### src/design/msu_pkg.sv
// Shared types and constants for the descriptor search unit.
package msu_pkg;

	localparam int unsigned STATUS_W = 5;
	localparam int unsigned PSB_W    = 4;
	localparam logic [PSB_W-1:0] PSB_RESET = 4'd8;
	localparam logic [PSB_W-1:0] PAGE_SHIFT = 4'd8;
	localparam logic [14:0] LIMIT_MASK = 15'h7FFF;

	// Status bit positions
	localparam int unsigned ST_WP      = 0;
	localparam int unsigned ST_SUPER   = 1;
	localparam int unsigned ST_CI      = 2;
	localparam int unsigned ST_LIMIT   = 3;
	localparam int unsigned ST_INVALID = 4;

	typedef enum logic [2:0] {
		OP_CLEAR   = 3'd0,
		OP_ACCUM   = 3'd1,
		OP_LIMIT   = 3'd2,
		OP_INVALID = 3'd3,
		OP_QUERY   = 3'd4
	} opcode_t;

	typedef enum logic [2:0] {
		ROLE_INVALID    = 3'd0,
		ROLE_PAGE       = 3'd1,
		ROLE_EARLY_PAGE = 3'd2,
		ROLE_TABLE      = 3'd3,
		ROLE_INDIRECT   = 3'd4
	} role_t;

	localparam logic [1:0] DT_INVALID = 2'd0;
	localparam logic [1:0] DT_PAGE    = 2'd1;
	localparam logic [1:0] DT_VALID4  = 2'd2;
	localparam logic [1:0] DT_VALID8  = 2'd3;

	// Input item, declared msb first so the last field lands in bit 0
	typedef struct packed {
		logic [3:0]  pad;
		logic        mod_bit_prior;
		logic        super_mode;
		logic        write_for_update;
		logic [23:0] page_field;
		logic [2:0]  descriptor_flags;
		logic [14:0] table_index;
		logic        is_lower_limit;
		logic [15:0] limit_field;
		logic        at_page_level;
		logic [1:0]  desc_type;
		logic [2:0]  opcode;
	} in_item_t;

	// Result item, declared msb first
	typedef struct packed {
		logic [6:0]          pad;
		logic [STATUS_W-1:0] search_status;
		logic                set_modified;
		logic                permits_access;
		logic                permits_write;
		logic [31:0]         page_base_address;
		logic                index_within_limit;
		logic                terminates;
		logic [3:0]          next_stride;
		logic [2:0]          role;
	} out_item_t;

	localparam int unsigned IN_W  = $bits(in_item_t);
	localparam int unsigned OUT_W = $bits(out_item_t);

endpackage

### src/design/msu_decode.sv
// Combinational status update and descriptor decode for one item.
module msu_decode
	import msu_pkg::*;
(
	input  in_item_t            item,
	input  logic [STATUS_W-1:0] status_cur,
	input  logic [PSB_W-1:0]    page_log2,
	output logic [STATUS_W-1:0] status_next,
	output out_item_t           result
);

	logic        fail;
	logic        wp;
	logic        sup_ok;
	logic [31:0] base;
	logic [31:0] align_mask;
	role_t       role;

	// Sticky status update, cleared by OP_CLEAR
	always_comb begin
		status_next = status_cur;
		unique case (item.opcode)
			OP_CLEAR:   status_next = '0;
			OP_ACCUM:   status_next = status_cur | {2'b00, item.descriptor_flags};
			OP_LIMIT:   status_next[ST_LIMIT] = 1'b1;
			OP_INVALID: status_next[ST_INVALID] = 1'b1;
			default:    status_next = status_cur;
		endcase
	end

	// Role from descriptor type and level
	always_comb begin
		unique case (item.desc_type)
			DT_INVALID: role = ROLE_INVALID;
			DT_PAGE:    role = item.at_page_level ? ROLE_PAGE : ROLE_EARLY_PAGE;
			default:    role = item.at_page_level ? ROLE_INDIRECT : ROLE_TABLE;
		endcase
	end

	// Page base, aligned when page size exceeds 256 bytes
	assign base       = {item.page_field, 8'h00};
	assign align_mask = ~((32'd1 << page_log2) - 32'd1);

	assign fail   = status_next[ST_LIMIT] | status_next[ST_INVALID];
	assign wp     = status_next[ST_WP];
	assign sup_ok = item.super_mode | ~status_next[ST_SUPER];

	always_comb begin
		result                    = '0;
		result.role               = role;
		result.next_stride        = (item.desc_type == DT_VALID4) ? 4'd4 :
		                            (item.desc_type == DT_VALID8) ? 4'd8 : 4'd0;
		result.terminates         = (role == ROLE_INVALID) || (role == ROLE_PAGE) ||
		                            (role == ROLE_EARLY_PAGE);
		result.index_within_limit = item.is_lower_limit ?
		                            (item.table_index >= (item.limit_field[14:0] & LIMIT_MASK)) :
		                            (item.table_index <= (item.limit_field[14:0] & LIMIT_MASK));
		result.page_base_address  = (page_log2 > PAGE_SHIFT) ? (base & align_mask) : base;
		result.permits_write      = ~fail & ~wp;
		result.permits_access     = ~fail & sup_ok;
		result.set_modified       = item.write_for_update & ~item.mod_bit_prior & ~wp &
		                            sup_ok & ~fail;
		result.search_status      = status_next;
	end

endmodule

### src/design/mmu_descriptor_search_unit.sv
// An accepted item passes through the input register, then the result register.
// Throughput: one item per cycle unless stalled; status update and decode fit in one stage.
// Output back-pressure reaches s_axis_tready in the same cycle once both stages are full.
// Reset (arst_n low, asynchronous) empties both stages, clears the status to zero
// and sets the page size register to 8.
module mmu_descriptor_search_unit
	import msu_pkg::*;
(
	input  logic             clk,
	input  logic             arst_n,
	input  logic             cfg_we,
	input  logic [PSB_W-1:0] cfg_wdata,     // log2 of the page size
	input  logic             s_axis_tvalid,
	output logic             s_axis_tready,
	// [2:0] opcode, [4:3] desc_type, [5] at_page_level, [21:6] limit_field,
	// [22] is_lower_limit, [37:23] table_index, [40:38] descriptor_flags,
	// [64:41] page_field, [65] write_for_update, [66] super_mode,
	// [67] mod_bit_prior, [71:68] zero
	input  logic [IN_W-1:0]  s_axis_tdata,
	output logic             m_axis_tvalid,
	input  logic             m_axis_tready,
	// [2:0] role, [6:3] next_stride, [7] terminates, [8] index_within_limit,
	// [40:9] page_base_address, [41] permits_write, [42] permits_access,
	// [43] set_modified, [48:44] search_status, [55:49] zero
	output logic [OUT_W-1:0] m_axis_tdata
);

	logic [PSB_W-1:0]    page_log2_q;
	logic [STATUS_W-1:0] status_q;
	logic [STATUS_W-1:0] status_next;
	logic                valid_s1;
	logic                valid_s2;
	in_item_t            item_s1;
	out_item_t           result;
	out_item_t           result_s2;
	logic                adv_s2;
	logic                adv_s1;

	// Pipeline flow control
	assign adv_s2        = ~valid_s2 | m_axis_tready;
	assign adv_s1        = valid_s1 & adv_s2;
	assign s_axis_tready = ~valid_s1 | adv_s2;

	msu_decode u_decode (
		.item        (item_s1),
		.status_cur  (status_q),
		.page_log2   (page_log2_q),
		.status_next (status_next),
		.result      (result)
	);

	// Control state: valids, status, configuration
	always_ff @(posedge clk or negedge arst_n) begin
		if (!arst_n) begin
			valid_s1    <= 1'b0;
			valid_s2    <= 1'b0;
			status_q    <= '0;
			page_log2_q <= PSB_RESET;
		end else begin
			if (cfg_we) begin
				page_log2_q <= cfg_wdata;
			end
			if (s_axis_tready) begin
				valid_s1 <= s_axis_tvalid;
			end
			if (adv_s2) begin
				valid_s2 <= valid_s1;
			end
			if (adv_s1) begin
				status_q <= status_next;
			end
		end
	end

	// Payload registers
	always_ff @(posedge clk) begin
		if (s_axis_tready && s_axis_tvalid) begin
			item_s1 <= in_item_t'(s_axis_tdata);
		end
		if (adv_s1) begin
			result_s2 <= result;
		end
	end

	assign m_axis_tvalid = valid_s2;
	assign m_axis_tdata  = OUT_W'(result_s2);

endmodule

### config.mk
export PLATFORM = sky130hd
export DESIGN_NAME = mmu_descriptor_search_unit
export DESIGN_NICKNAME = d
export VERILOG_FILES = /design/src/design/msu_pkg.sv /design/src/design/msu_decode.sv /design/src/design/mmu_descriptor_search_unit.sv
export SDC_FILE = /design/constraint.sdc
export NUM_CORES = 1
export LEC_CHECK = 0
export BUFFER_PORTS_ARGS = -buffer_cell sky130_fd_sc_hd__buf_2
export CAP_MARGIN = 15
export CORE_ASPECT_RATIO = 0.9
export CORE_MARGIN = 2
export CORE_UTILIZATION = 35
export DETAILED_ROUTE_END_ITERATION = 6
export GPL_TIMING_DRIVEN = 0
export SETUP_SLACK_MARGIN = 0.2
export SYNTH_ARGS = -nofsm -noshare
export SYNTH_HDL_FRONTEND = slang
export SYNTH_SLANG_ARGS = --single-unit
### constraint.sdc
create_clock -name clk -period 6.77 [get_ports clk]
set_input_delay 0 -clock clk [delete_from_list [all_inputs] [get_ports clk]]
set_output_delay 0 -clock clk [all_outputs]
set_load 0.02 [all_outputs]
==> qor.yml <==
synth:
  yosys_most_used_dff: "edfxtp_1"
  yosysTopAreaCell: "edfxtp_1"
  yosysTopAreaCellShare: 0.717
  synth_area_um2: 4440
  ys_seq_elements: 117
  synth.most_common_cell: "edfxtp_1"
  syn_avg_cell_area_um2: 16.5
  synth_area_leaders: "edfxtp_1 (72%), dfrtp_1 (5.6%), ha_1 (4.5%), buf_4 (2.9%), mux2_2 (2.5%)"
  ys_warn_count: 0
  ys_top_cells_by_count: "edfxtp_1 (106), inv_1 (23), buf_4 (17)"
  synth-edff-count: 106
  synthArstFlopShare: 0.0940
  syn_inst: 269
  ys_types: 33
  ys_seq_area_frac: 0.779
detailed_routing:
  drc: 0
  dr.pass1.iters: 4
  viasPerCell: 4.27
  wl_um: 8640
  wl_per_cell_um: 12.7
  ant_nets: 0
  drt-initial-drc-count: 166
  route.vias.total: 2896
grt:
  antenna_found_initial: 0
  grt_pass1_vias: 2963
  grt_pass1_wl_um: 13700
  overflow: 0
  grt_max_degree: 68
  grt.total_usage: 0.138
pwr:
  power_frac_comb: 0.118
  p_seq_frac: 0.441
  p_per_area_nw_per_um2: 305
  leakagePower_nw: 2.83
  clock_power_share: 0.441
  p_int_mw: 1.60
  p_sw_mw: 0.451
  vdd_drop_max_mv: 0.252
  p_sw_frac: 0.220
  power.total_mw: 2.05
sta:
  fin_crit_sh: 0.321
  worst_slew_margin_rel: 0.391
  finalSetupViolCount: 0
  grt_setup_unrepaired: "no"
  finalHoldViolations: 0
  worst_slew_pin_slew_ps: 913
  layout_min_cycle_time_ps: 2180
  whs_ps: 82.6
  fmax_mhz: 460
  skew_ps: 4.57
  timing.setup.tns_ps: 0
  slew_violations: 0
hold_path:
  hold_class: "primary input to asynchronous set/reset pin"
placement:
  gp_congestion: 0.694
  place_hpwl_um: 5080
  placed_area_um2: 5310
  port_buffers: 116
critical_path:
  worstReg2RegStart: "item_s1[33]$_DFFE_PP_"
  r2r_cells: 6
  cp_max_fo: 2
  cp-start-kind: "flip-flop"
  slowest_stage: "a221oi_1"
  crit_start: "item_s1[33]$_DFFE_PP_"
  cp_data_required_time_ps: 6920
  path_class: "flip-flop to flip-flop"
  endpoint_kind: "flip-flop"
  critPathMaxStageDelay_ps: 440
  worst_ep_arrival_time_ps: 2330
  path_cells: "ha_1, a211oi_1, o21ai_0, a221oi_1, a21oi_1, or3b_1"
run_status:
  outcome: "completed"
floorplanning:
  ios: 139
  core_um2: 12500
  die-area_um2: 13600
  fp.dieW_um: 123
  die_height_um: 111
  initial_utilization: 0.354
  rows: 39
clock_tree:
  h-tree-depth: 4
  root_buffer: "clkbuf_16"
  cts_tree: "yes"
  cts.clk_slew.worst_paths_ps: 50
  post_cts_buffers: 0
  clkLatencyLatePin_ps: 410
  holdBufCountCts: 80
  numCtsBuffers: 17
  cts_resized: 0
  cts_buffer_depth: 2
  cts.sinks: 117
layout:
  drive_above_1_share: 0.339
  area_growth_pct: 51.0
  fillers: 1014
  final_util: 0.535
  antenna_cells: 0
  fin_area_um2: 6700
  fin_nets: 598
job:
  maxCapViolations: 0
## per-layer routing
layer | track usage | wire (um) | vias up
met5 | 0 | 0 | -
met4 | 0.0690 | 223 | 0
met3 | 0.0597 | 578 | 18
met2 | 0.222 | 4270 | 116
met1 | 0.154 | 3560 | 1355
li1 | - | - | 1407
## metrics by stage
stage / instances / setup slack, ps
2_1_floorplan: 285 / 3980
3_3_place_gp: 565 / 3540
3_5_place_dp: 566 / 4600
4_1_cts: 678 / 4600
5_1_grt: 678 / 4410
6_report: 678 / 4590
## kinds of logic after synthesis
kind of cell	synth area share
DFF	0.779
buffers and inverters	0.0609
and+or+nand+nor	0.0485
AOI/OAI and AO/OA	0.0400
adders and majority gates	0.0451
muxes	0.0254
other	0.000845
## sequential cells by signal, summed over array words and instances (netlist names)
name and flops:
item_s1 67, m_axis_tdata 39, status_q 5, page_log2_q 4, m_axis_tvalid 1, valid_s1 1
## final cells by class
cell class,instances,area [um2],area share
Buffer,32,184,0.0274
Clock buffer,19,433,0.0646
Clock inverter,13,163,0.0243
Inverter,23,86.3,0.0129
Multi-Input combinational cell,113,772,0.115
Sequential cell,117,3460,0.516
Tap cell,164,205,0.0306
Timing Repair Buffer,197,1400,0.209
## layout by cell type (no fill, tap or decap), drive strengths merged, types with 2 or more instances in the layout
cell	instances
nand2b	3
inv	23
buf	134
nor3	3
conb	17
dlygate4sd3	80
bufinv	4
mux2	10
a21boi	2
ha	16
clkinv	8
a21oi	10
nor2	13
edfxtp	106
nand3	5
clkbuf	34
nand4	2
nand3b	2
nand2	3
dfrtp	10
o21ai	6
a21o	2
and2	7
o21a	2
## final timing paths
kind                                               to  slack [ps]
max                         m_axis_tdata[8]$_DFFE_PP_        4590
min                        page_log2_q[3]$_DFFE_PN1P_          80
max reg2reg                 m_axis_tdata[8]$_DFFE_PP_        4590
min reg2reg                 m_axis_tvalid$_DFFE_PN0P_         490
max in group asynchronous        valid_s1$_DFFE_PN0N_        5760
min in group clk                item_s1[38]$_DFFE_PP_         290
## power by group through the flow
| stage | sequential [mW] | combinational (mW) | clock [mW] |
|---|---|---|---|
| after global placement | 0.919 | 0.196 | 0 |
| after floorplan | 0.946 | 0.0984 | 0 |
| after global routing | 0.912 | 0.267 | 0.961 |
| final | 0.904 | 0.241 | 0.903 |
| after CTS | 0.904 | 0.241 | 0.926 |
| after detailed placement | 0.917 | 0.203 | 0 |
## worst max-delay path, delay by kind of cell, from the launching register on
family                     cells  cell delay, ps
AOI/OAI and AO/OA              4             920
adders and majority gates      1             290
DFF                            1             360
and+or+nand+nor                1             350
Note: power is estimated with default switching activity, not from simulation.
